==> src/rtl/hmdp_pkg.sv <==
// Package for the HID mouse descriptor parser: beat types, item codes and constants.
// Used by the front, the back and the top level; depends on nothing.
package hmdp_pkg;

   typedef struct packed {
      logic [7:0] desc_byte;
      logic       last_byte;
   } req_beat_type;

   typedef struct packed {
      logic       status;
      logic       id_present;
      logic [7:0] report_id;
      logic [7:0] button_offset;
      logic [7:0] x_offset;
      logic [7:0] x_bytes;
      logic [7:0] y_offset;
      logic [7:0] y_bytes;
      logic [7:0] wheel_offset;
      logic [7:0] wheel_bytes;
   } rsp_beat_type;

   // One assembled short item handed from the front to the back.
   typedef struct packed {
      logic        run;
      logic [7:0]  header;
      logic [31:0] data;
      logic        last;
   } item_type;

   localparam logic [31:0] NOT_FOUND    = 32'd255;
   localparam logic [31:0] PAGE_DESKTOP = 32'h1;
   localparam logic [31:0] PAGE_BUTTON  = 32'h9;
   localparam logic [31:0] USE_MOUSE    = 32'h2;
   localparam logic [31:0] USE_X        = 32'h30;
   localparam logic [31:0] USE_Y        = 32'h31;
   localparam logic [31:0] USE_WHEEL    = 32'h38;

   localparam logic [1:0] TYPE_MAIN   = 2'd0;
   localparam logic [1:0] TYPE_GLOBAL = 2'd1;
   localparam logic [1:0] TYPE_LOCAL  = 2'd2;

   localparam logic [3:0] TAG_INPUT      = 4'h8;
   localparam logic [3:0] TAG_COLLECTION = 4'hA;
   localparam logic [3:0] TAG_END_COLL   = 4'hC;
   localparam logic [3:0] TAG_PAGE       = 4'h0;
   localparam logic [3:0] TAG_RSIZE      = 4'h7;
   localparam logic [3:0] TAG_RID        = 4'h8;
   localparam logic [3:0] TAG_RCOUNT     = 4'h9;
   localparam logic [3:0] TAG_USAGE      = 4'h0;

endpackage

==> src/rtl/hmdp_front.sv <==
// Front part: assembles short items from descriptor bytes.
// Depends on hmdp_pkg.
module hmdp_front import hmdp_pkg::*; (
   input  logic         clock,
   input  logic         reset,
   input  logic         beat_valid,
   input  req_beat_type beat,
   output logic         item_valid,
   output item_type     item
);

   logic [7:0]  header_ff, header_in;
   logic [31:0] data_ff, data_in;
   logic [2:0]  left_ff, left_in;
   logic [2:0]  size_w;
   logic [1:0]  idx_w;

   always_comb begin
      size_w = (beat.desc_byte[1:0] == 2'd3) ? 3'd4 : {1'b0, beat.desc_byte[1:0]};
      header_in = header_ff;
      data_in = data_ff;
      left_in = left_ff;
      idx_w = 2'd0;
      item.run = 1'b0;
      item.header = header_ff;
      item.data = data_ff;
      item.last = beat.last_byte;
      if (left_ff == 3'd0) begin
         header_in = beat.desc_byte;
         data_in = 32'd0;
         left_in = size_w;
         item.header = beat.desc_byte;
         item.data = 32'd0;
         item.run = (size_w == 3'd0);
      end else begin
         idx_w = 2'(((header_ff[1:0] == 2'd3) ? 3'd4 : {1'b0, header_ff[1:0]}) - left_ff);
         data_in = data_ff | ({24'd0, beat.desc_byte} << {idx_w, 3'd0});
         left_in = left_ff - 3'd1;
         item.data = data_in;
         item.run = (left_in == 3'd0);
      end
      if (beat.last_byte) begin
         left_in = 3'd0;
         data_in = 32'd0;
         header_in = 8'd0;
      end
      item_valid = beat_valid;
   end

   always_ff @(posedge clock) begin
      if (reset) begin
         left_ff <= 3'd0;
         header_ff <= 8'd0;
         data_ff <= 32'd0;
      end else if (beat_valid) begin
         left_ff <= left_in;
         header_ff <= header_in;
         data_ff <= data_in;
      end
   end

endmodule

==> src/rtl/hmdp_queue.sv <==
// Short queue of beats; used between the front and the back and at the result side.
// Depends on nothing.
module hmdp_queue #(
   parameter int WIDTH = 8,
   parameter int DEPTH_LOG2 = 1
) (
   input  logic             clock,
   input  logic             reset,
   input  logic             push,
   input  logic [WIDTH-1:0] push_data,
   output logic             full,
   input  logic             pop,
   output logic [WIDTH-1:0] pop_data,
   output logic             empty
);

   localparam int DEPTH = 1 << DEPTH_LOG2;

   logic [WIDTH-1:0]    mem_ff [DEPTH];
   logic [DEPTH_LOG2-1:0] wr_ff, rd_ff;
   logic [DEPTH_LOG2:0] cnt_ff;
   logic                do_push, do_pop;

   assign full = (cnt_ff == (DEPTH_LOG2+1)'(DEPTH));
   assign empty = (cnt_ff == '0);
   assign do_push = push && !full;
   assign do_pop = pop && !empty;
   assign pop_data = mem_ff[rd_ff];

   always_ff @(posedge clock) begin
      if (do_push) begin
         mem_ff[wr_ff] <= push_data;
      end
   end

   always_ff @(posedge clock) begin
      if (reset) begin
         wr_ff <= '0;
         rd_ff <= '0;
         cnt_ff <= '0;
      end else begin
         if (do_push) begin
            wr_ff <= wr_ff + 1'b1;
         end
         if (do_pop) begin
            rd_ff <= rd_ff + 1'b1;
         end
         cnt_ff <= cnt_ff + (DEPTH_LOG2+1)'(do_push) - (DEPTH_LOG2+1)'(do_pop);
      end
   end

endmodule

==> src/rtl/hmdp_back.sv <==
// Back part: executes assembled items and tracks the mouse report layout.
// Depends on hmdp_pkg.
module hmdp_back import hmdp_pkg::*; (
   input  logic         clock,
   input  logic         reset,
   input  logic         item_valid,
   input  item_type     item,
   output logic         rsp_valid,
   output rsp_beat_type rsp
);

   logic [7:0]  nest_ff, nest_in;
   logic        mouse_ff, mouse_in;
   logic [31:0] boff_ff, boff_in;
   logic [31:0] page_ff, page_in;
   logic [31:0] ucnt_ff, ucnt_in;
   logic [31:0] xs_ff, xs_in, ys_ff, ys_in, ws_ff, ws_in;
   logic [31:0] fcnt_ff, fcnt_in, fbits_ff, fbits_in;
   logic        abort_ff, abort_in;
   rsp_beat_type lay_ff, lay_in;
   logic [1:0]  typ_w;
   logic [3:0]  tag_w;
   logic [31:0] xp_w, yp_w, wp_w, adv_w;
   logic        xok_w, yok_w, wok_w, wide_ok_w, desk_w;

   function automatic logic place_ok(input logic [31:0] slot, input logic [7:0] off,
                                     input logic [31:0] pos, input logic wok);
      place_ok = (slot == NOT_FOUND) || (off != 8'd255) || ((pos[2:0] == 3'd0) && wok);
   endfunction

   always_comb begin
      typ_w = item.header[3:2];
      tag_w = item.header[7:4];
      xp_w = boff_ff + xs_ff * fbits_ff;
      yp_w = boff_ff + ys_ff * fbits_ff;
      wp_w = boff_ff + ws_ff * fbits_ff;
      adv_w = fcnt_ff * fbits_ff;
      wide_ok_w = (fbits_ff == 32'd8) || (fbits_ff == 32'd16);
      xok_w = place_ok(xs_ff, lay_ff.x_offset, xp_w, wide_ok_w);
      yok_w = place_ok(ys_ff, lay_ff.y_offset, yp_w, wide_ok_w);
      wok_w = place_ok(ws_ff, lay_ff.wheel_offset, wp_w, wide_ok_w);
      desk_w = (page_ff == PAGE_DESKTOP);
      nest_in = nest_ff; mouse_in = mouse_ff; boff_in = boff_ff; page_in = page_ff;
      ucnt_in = ucnt_ff; xs_in = xs_ff; ys_in = ys_ff; ws_in = ws_ff;
      fcnt_in = fcnt_ff; fbits_in = fbits_ff; abort_in = abort_ff; lay_in = lay_ff;
      if (item.run && !abort_ff) begin
         case (typ_w)
            TYPE_MAIN: begin
               if (tag_w == TAG_COLLECTION) begin
                  nest_in = nest_ff + 8'd1;
                  ucnt_in = 32'd0;
               end else if (tag_w == TAG_END_COLL) begin
                  nest_in = nest_ff - 8'd1;
                  ucnt_in = 32'd0;
               end else if (tag_w == TAG_INPUT && mouse_ff) begin
                  if (!(xok_w && yok_w && wok_w)) begin
                     abort_in = 1'b1;
                     if (xok_w && xs_ff != NOT_FOUND && lay_ff.x_offset == 8'd255) begin
                        lay_in.x_offset = xp_w[10:3];
                        lay_in.x_bytes = fbits_ff[10:3];
                     end
                     if (xok_w && yok_w && ys_ff != NOT_FOUND
                         && lay_ff.y_offset == 8'd255) begin
                        lay_in.y_offset = yp_w[10:3];
                        lay_in.y_bytes = fbits_ff[10:3];
                     end
                  end else begin
                     if (xs_ff != NOT_FOUND && lay_ff.x_offset == 8'd255) begin
                        lay_in.x_offset = xp_w[10:3];
                        lay_in.x_bytes = fbits_ff[10:3];
                     end
                     if (ys_ff != NOT_FOUND && lay_ff.y_offset == 8'd255) begin
                        lay_in.y_offset = yp_w[10:3];
                        lay_in.y_bytes = fbits_ff[10:3];
                     end
                     if (ws_ff != NOT_FOUND && lay_ff.wheel_offset == 8'd255) begin
                        lay_in.wheel_offset = wp_w[10:3];
                        lay_in.wheel_bytes = fbits_ff[10:3];
                     end
                     boff_in = boff_ff + adv_w;
                     ucnt_in = 32'd0;
                     xs_in = NOT_FOUND; ys_in = NOT_FOUND; ws_in = NOT_FOUND;
                  end
               end
            end
            TYPE_GLOBAL: begin
               if (tag_w == TAG_PAGE) begin
                  page_in = item.data;
                  if (mouse_ff && lay_ff.button_offset == 8'd255
                      && item.data == PAGE_BUTTON) begin
                     if (boff_ff[2:0] != 3'd0) begin
                        abort_in = 1'b1;
                     end else begin
                        lay_in.button_offset = boff_ff[10:3];
                     end
                  end
               end else if (mouse_ff) begin
                  if (tag_w == TAG_RID) begin
                     boff_in = boff_ff + 32'd8;
                     lay_in.id_present = 1'b1;
                     lay_in.report_id = item.data[7:0];
                  end else if (tag_w == TAG_RCOUNT) begin
                     fcnt_in = item.data;
                  end else if (tag_w == TAG_RSIZE) begin
                     fbits_in = item.data;
                  end
               end
            end
            TYPE_LOCAL: begin
               if (tag_w == TAG_USAGE) begin
                  if (nest_ff == 8'd0) begin
                     mouse_in = desk_w && (item.data == USE_MOUSE);
                  end else if (mouse_ff && desk_w) begin
                     if (item.data == USE_X && xs_ff == NOT_FOUND) begin
                        xs_in = ucnt_ff;
                     end else if (item.data == USE_Y && ys_ff == NOT_FOUND) begin
                        ys_in = ucnt_ff;
                     end else if (item.data == USE_WHEEL && ws_ff == NOT_FOUND) begin
                        ws_in = ucnt_ff;
                     end
                  end
                  ucnt_in = ucnt_ff + 32'd1;
               end
            end
            default: begin
            end
         endcase
      end
      rsp = lay_in;
      rsp.status = abort_in;
      rsp_valid = item_valid && item.last;
   end

   always_ff @(posedge clock) begin
      if (reset || (item_valid && item.last)) begin
         nest_ff <= 8'd0; mouse_ff <= 1'b0; boff_ff <= 32'd0; page_ff <= 32'd0;
         ucnt_ff <= 32'd0; xs_ff <= NOT_FOUND; ys_ff <= NOT_FOUND; ws_ff <= NOT_FOUND;
         fcnt_ff <= 32'd0; fbits_ff <= 32'd0; abort_ff <= 1'b0;
         lay_ff <= '{status: 1'b0, id_present: 1'b0, report_id: 8'd0,
                     button_offset: 8'd255, x_offset: 8'd255, x_bytes: 8'd255,
                     y_offset: 8'd255, y_bytes: 8'd255, wheel_offset: 8'd255,
                     wheel_bytes: 8'd255};
      end else if (item_valid) begin
         nest_ff <= nest_in; mouse_ff <= mouse_in; boff_ff <= boff_in; page_ff <= page_in;
         ucnt_ff <= ucnt_in; xs_ff <= xs_in; ys_ff <= ys_in; ws_ff <= ws_in;
         fcnt_ff <= fcnt_in; fbits_ff <= fbits_in; abort_ff <= abort_in;
         lay_ff <= lay_in;
      end
   end

endmodule

==> src/rtl/hid_mouse_descriptor_parser_top.sv <==
// Top level of the HID mouse descriptor parser: front, item queue, back, result queue.
// A result passes the item queue and the result queue before it can be popped.
// Throughput: one descriptor byte per cycle while req_full is low.
// Reset is synchronous and active high; it empties both queues and clears all state.
// Depends on hmdp_pkg, hmdp_front, hmdp_queue and hmdp_back.
module hid_mouse_descriptor_parser_top import hmdp_pkg::*; #(
   parameter int QUEUE_LOG2 = 1
) (
   input  logic         clock,
   input  logic         reset,
   input  logic         req_push,
   input  req_beat_type req_data,
   output logic         req_full,
   input  logic         rsp_pop,
   output rsp_beat_type rsp_data,
   output logic         rsp_empty
);

   logic         acc_w, front_valid, iq_full, iq_empty, back_take, rsp_valid, rq_full;
   item_type     front_item, back_item;
   rsp_beat_type back_rsp;

   assign acc_w = req_push && !req_full;
   assign req_full = iq_full;
   // Items leave the queue only when a result slot is free.
   assign back_take = !iq_empty && !rq_full;

   hmdp_front u_front (
      .clock(clock), .reset(reset), .beat_valid(acc_w), .beat(req_data),
      .item_valid(front_valid), .item(front_item)
   );

   hmdp_queue #(.WIDTH($bits(item_type)), .DEPTH_LOG2(QUEUE_LOG2)) u_iq (
      .clock(clock), .reset(reset), .push(front_valid), .push_data(front_item),
      .full(iq_full), .pop(back_take), .pop_data(back_item), .empty(iq_empty)
   );

   hmdp_back u_back (
      .clock(clock), .reset(reset), .item_valid(back_take), .item(back_item),
      .rsp_valid(rsp_valid), .rsp(back_rsp)
   );

   hmdp_queue #(.WIDTH($bits(rsp_beat_type)), .DEPTH_LOG2(QUEUE_LOG2)) u_rq (
      .clock(clock), .reset(reset), .push(rsp_valid), .push_data(back_rsp),
      .full(rq_full), .pop(rsp_pop), .pop_data(rsp_data), .empty(rsp_empty)
   );

`ifndef NO_ASSERTIONS
   a_no_rsp_overflow: assert property (@(posedge clock) disable iff (reset)
      rsp_valid |-> !rq_full) else $error("result queue overflow");
   a_take_only_with_item: assert property (@(posedge clock) disable iff (reset)
      back_take |-> !iq_empty) else $error("item taken from empty queue");
   a_status_sticky: assert property (@(posedge clock) disable iff (reset)
      (back_take && !back_item.last && back_rsp.status) |=> back_rsp.status)
      else $error("abort flag lost within a descriptor");
`endif

endmodule
==> config.mk <==
export PLATFORM = sky130hd
export DESIGN_NAME = hid_mouse_descriptor_parser_top
export DESIGN_NICKNAME = d
export VERILOG_FILES = /design/src/rtl/hmdp_pkg.sv /design/src/rtl/hmdp_front.sv /design/src/rtl/hmdp_queue.sv /design/src/rtl/hmdp_back.sv /design/src/rtl/hid_mouse_descriptor_parser_top.sv
export SDC_FILE = /design/constraint.sdc
export NUM_CORES = 2
export LEC_CHECK = 0
export BUFFER_PORTS_ARGS = -buffer_cell sky130_fd_sc_hd__buf_2
export CORE_UTILIZATION = 45
export DETAILED_ROUTE_END_ITERATION = 8
export PLACE_DENSITY_LB_ADDON = 0.05
export SYNTH_ARGS = -nofsm -noshare
export SYNTH_HDL_FRONTEND = slang
export SYNTH_SLANG_ARGS = --single-unit
==> constraint.sdc <==
create_clock -name clock -period 6.13 [get_ports clock]
set_input_delay 0.613 -clock clock [delete_from_list [all_inputs] [get_ports clock]]
set_output_delay 0.613 -clock clock [all_outputs]
set_load 0.02 [all_outputs]
# Yosys cells after proc, flatten, opt, wreduce, memory -nomap -nowiden
# Memory sizes are Yosys's and may differ from the RTL's. A register that Yosys moved wholly into a read port is not among the register bits.
# Index checks and enable logic that the tools add are counted.
# totals
mem_count,2
ff_bits,382
ram_bits,216
inputBits,13
wordCells,256
output_inout_bits,68
# op_classes
mul,4
mux,83
n_eq_ne,49
reduce_logical,66
n_addsub,18
n_bitwise,4
shifts,1
# mem_list
name,depth,word_bits,rd,rd_clocked_by_memory_dff,write_ports,line,text
u_rq.mem_ff,2,66,1,1,1,hmdp_queue.sv:19,logic [WIDTH-1:0] mem_ff [DEPTH];
u_iq.mem_ff,2,42,1,1,1,hmdp_queue.sv:19,
# op_table
cell,n
$mux W32,34
$pmux W32 S2,5
$mux W48,4
$eq A32 B6 Y1 const B,3
$eq A32 B8 Y1 const B,3
$mul A32 B32 Y11,3
$mux W16,6
$ne A32 B8 Y1 const B,3
$mux W65,1
$eq A32 B4 Y1 const B,2
$mux W8,7
$add A11 B11 Y11,3
$add A32 B1 Y32 const B,1
$add A32 B32 Y32,1
$add A32 B4 Y32 const B,1
$eq A32 B1 Y1 const B,1
$eq A32 B2 Y1 const B,1
$eq A32 B5 Y1 const B,1
$eq A8 B8 Y1 const B,4
$mul A32 B32 Y32,1
$or A32 B32 Y32,1
$shl A8 B5 Y32,1
$logic_and A1 B1 Y1,28
$mux W9,3
other kinds (38),107

# Depth between registers and ports, before layout
# depth
word_depth,15
ltp_mapped,23
ltp_nobuf,21

# Cells and area by module
# A second synthesis with hierarchy kept.
# hier_totals
hier_cells,3082
area_unflattened_um2,31116.1
# by_module_without_submodules
mod,n_inst,seq_area_each_um2,cells_per_inst,area_each_um2
hmdp_back,1,5785.5,2439,20749.9
hmdp_queue at u_rq,1,4063.9,232,5004.8
hmdp_queue at u_iq,1,2622.5,158,3254.4
hmdp_front,1,860.8,251,2089.5
hid_mouse_descriptor_parser_top,1,0.0,2,17.5

# Worst setup path after synthesis
# No wires, ideal clock.
# synth_path
path_kind,reg2reg
start,reg with a tool-made name
end,mem u_rq.mem_ff[0][0] in the netlist's numbering (enable)
path_stages_with_launch,6
arrival_time_ns,5.496
slack_ns,0.063
t_required_ns,5.559
setup_ns,0.571
path_cell_list,dfxtp_1 > buf_4 > buf_4 > buf_2 > mux2i_1 > nor3_1
# synth_rtl
item,line
to (decl),hmdp_queue.sv:19

# Final worst setup path
# layout_path
start,reg u_back.fbits_ff[4]
end,reg u_back.boff_ff[10]
# layout_between
elab_chain_cells,8
elab_cells_between_ends,20
# layout_rtl
item,line,text
from (decl),hmdp_back.sv:18,"logic [31:0] fcnt_ff, fcnt_in, fbits_ff, fbits_in;"
from (signal assigned),hmdp_back.sv:146,fcnt_ff <= fcnt_in; fbits_ff <= fbits_in; abort_ff <= abort_in;
branches (longest 8 deep; another with $mul A32 B32 Y32),-,
to (signal assigned),hmdp_back.sv:144,nest_ff <= nest_in; mouse_ff <= mouse_in; boff_ff <= boff_in; page_ff <= page_in;
to (decl),hmdp_back.sv:14,"logic [31:0] boff_ff, boff_in;"
# Several ways; the timed one is not identified. The select of a mux whose other input is x is not followed.
# A chain may end at the register's enable or synchronous reset.

==> flow_metrics.env <==
export IMPL_status="finished, final reports clean"
export IMPL_syn_num_nets=3345
export IMPL_comb_power_share_pct=18.9
export IMPL_die_x_um=263
export IMPL_worstMarginPinSlew_ns=1.19
export IMPL_synth_commonest_cells="342 x dfxtp_1, 342 x nand2_1, 311 x nor2_1"
export IMPL_core_mm2=0.0673
export IMPL_antenna_found_initial=0
export IMPL_synthCells=3037
export IMPL_holdWs_ns=0.292
export IMPL_cp_num_buf_inv=3
export IMPL_antenna_left=0
export IMPL_holdBufCountCts=0
export IMPL_critPathMaxFanout=8
export IMPL_slew_headroom_pct=20.6
export IMPL_seq_area_frac_synth_pct=43.1
export IMPL_ir_worst_vdd_mv=0.239
export IMPL_rsz0062_at_grt="false"
export IMPL_cp_slowest_cell="fa_1"
export IMPL_top_regs="u_rq.mem_ff x132, u_iq.mem_ff x80, u_back.lay_ff x65"
export IMPL_detail_route_iter0_violations=1326
export IMPL_synth_area_top_cells="dfxtp_1 22%, edfxtp_1 21%, fa_1 10%"
export IMPL_cts_setup_buffers=0
export IMPL_num_antenna_cells=0
export IMPL_synth_edf_count=212
export IMPL_async_flop_share_pct=0
export IMPL_start_util_pct=45.6
export IMPL_min_from="req_data[0]"
export IMPL_root_buffer="clkbuf_16"
export IMPL_p_leak_nw=13.9
export IMPL_cts_sink_count=554
export IMPL_drc_errors=0
export IMPL_io_pins=81
export IMPL_numCtsBuffers=60
export IMPL_crit_type="reg2reg"
export IMPL_cts_tree="built"
export IMPL_synth_seq_cells=554
export IMPL_largest_reg_flops=132
export IMPL_grt_start_max_net_pins=180
export IMPL_port_buffers=80
export IMPL_yosysTopAreaCell="dfxtp_1"
export IMPL_final_hold_viol_count=0
export IMPL_timing_setup_tns_ns=0
export IMPL_ys_warn_count=0
export IMPL_firstDrtPassIters=5
export IMPL_maxCapViolCount=0
export IMPL_setup_worst_path_start="u_back.fbits_ff[4]"
export IMPL_final_cells=3982
export IMPL_place_gp_congestion=0.874
export IMPL_grt_pass1_vias=21300
export IMPL_wl_per_cell_um=19.3
export IMPL_fp_dieH_um=263
export IMPL_viasPerCell=5.35
export IMPL_maxSlewViolCount=0
export IMPL_syn_area_mm2=0.0307
export IMPL_power_density_mw_per_mm2=289
export IMPL_drive_gt1_share_pct=11.4
export IMPL_cts_resized=0
export IMPL_cp_start_kind="flop"
export IMPL_clock_skew_ns=0.0453
export IMPL_setup_viol=0
export IMPL_routed_wl_um=76800
export IMPL_clock_latency_ns=0.64
export IMPL_path_clk_slew_ns=0.06
export IMPL_synthFlopType="dfxtp_1"
export IMPL_switching_share_pct=29.9
export IMPL_grt_usage_pct=22.2
export IMPL_dpl_hpwl_um=55600
export IMPL_avgSynthCellArea_um2=10.1
export IMPL_hold_class="in2reg"
export IMPL_internal_power_mw=6.89
export IMPL_worstSetupEndpointType="flop"
export IMPL_crit_top_cell="fa_1"
export IMPL_rows=95
export IMPL_min_period_over_period_pct=90.4
export IMPL_dieArea_mm2=0.0692
export IMPL_arrival_ns=6.11
export IMPL_power_frac_clock_pct=38.7
export IMPL_synth_top_area_share_pct=22.3
export IMPL_clock_path_buffers=3
export IMPL_worst_path_largest_cell_delay_ns=0.54
export IMPL_largest_register="u_rq.mem_ff"
export IMPL_r2r_start="u_back.fbits_ff[4]"
export IMPL_cp_top_family="adder cells"
export IMPL_syn_to_final_growth_pct=11.0
export IMPL_fmax_mhz=180
export IMPL_path_cells="and2_1, fa_1, inv_1, fa_1, fa_1, fa_1, inv_1, ha_1, ha_1, inv_1, fa_1, fa_1, xor2_1, xnor2_1, xnor2_1, xnor2_1, xnor2_1, xnor2_1, nand3_1, o211ai_1"
export IMPL_grt_pass1_wl_um=122000
export IMPL_synth_cell_types=74
export IMPL_dp_cells=3869
export IMPL_required_ns=6.70
export IMPL_htree_levels=2
export IMPL_route_vias_total=21300
export IMPL_grt_remaining_overflow=0
export IMPL_seq_power_share_pct=42.4
export IMPL_p_switching_mw=2.94
export IMPL_fin_nets=3366
export IMPL_min_period_ns=5.54
==> layer usage <==
metal  global-route usage [%]  wire, um
met1                     29.5     34700
met2                     38.4     37600
met5                        0         0
met4                     6.24      1860
met3                     2.49      2620
==> placed cells by master, fill, tap and decap left out, types with 10 or more instances in the layout <==
master | Yosys | final
clkbuf_16 | 0 | 60
fa_1 | 154 | 154
clkbuf_1 | 127 | 11
a211oi_1 | 76 | 76
and2_1 | 101 | 100
o21a_1 | 15 | 15
and3_1 | 26 | 25
clkinv_2 | 0 | 10
nor3_1 | 27 | 26
a21o_1 | 17 | 17
edfxtp_1 | 212 | 212
o21ai_0 | 60 | 60
nand3_1 | 32 | 32
o31ai_1 | 12 | 12
mux2i_1 | 136 | 135
xnor2_1 | 98 | 98
a21oi_1 | 88 | 88
mux2_2 | 88 | 88
ha_1 | 141 | 141
nor2_1 | 311 | 307
nand4_1 | 34 | 34
nand2_1 | 342 | 342
xor2_1 | 42 | 42
nor4_1 | 47 | 47
nor2b_1 | 17 | 16
buf_2 | 26 | 80
or3_1 | 20 | 20
a22oi_1 | 40 | 40
inv_1 | 269 | 269
dfxtp_1 | 342 | 340
buf_4 | 4 | 54
==> power groups by stage <==
stage	registers, mW	clock network, mW	logic [mW]
2_1_floorplan	4.21	0	1.25
3_3_place_gp	4.24	0	1.86
3_5_place_dp	4.25	0	1.88
4_1_cts	4.17	3.91	1.89
5_1_grt	4.19	4.04	2.01
6_report	4.17	3.80	1.86
==> worst register-to-register path: cells and delay by family (launching register included) <==
kind	cells	cell delay (ns)
AO/OA/AOI/OAI	1	0.10
XOR/XNOR	6	0.97
adder cells (fa/ha/maj)	8	3.55
buffers and inverters	3	0.15
flip-flops	1	0.39
AND/OR/NAND/NOR	2	0.31
==> layout make-up <==
type	instances	area, um^2
clock buffer	79	1650
clock inverter	34	452
fill	6218	33200
inverter	270	1010
multi-input combinational	2037	15800
sequential	554	13200
tap	873	1090
timing repair buffer	135	826
==> metrics by stage <==
stage	area [um^2]	power, mW	setup WS [ns]	utilization (%)
detailed placement	31900	6.13	0.566	47.5
global route	34000	10.2	0.327	50.6
finish	34000	9.83	0.590	50.6
floorplan	30700	5.47	0.0632	-
CTS	34000	9.97	0.549	50.6
global placement	31900	6.10	0.603	47.5
==> kinds of logic (layout without fill, tap and decap cells) <==
family	Yosys count	after routing	synth area share [%]
fa+ha+maj	295	295	15.8
buf+inv	446	518	5.67
xor+xnor	144	144	4.29
compound gates	365	365	8.10
mux	224	224	7.67
simple gates	1009	1009	15.4
flops	554	554	43.1
==> worst paths after layout <==
check / endpoint / slack, ns / depth (start not counted)
worst max-delay path: u_back.boff_ff[10] / 0.59 / 20
worst min register to register: u_back.lay_ff[22] / 0.44 / 2
worst max register to register: u_back.boff_ff[10] / 0.59 / 20
worst min-delay path: u_iq.mem_ff[0][0] / 0.29 / 1
Power figures use the tool's default switching activity.
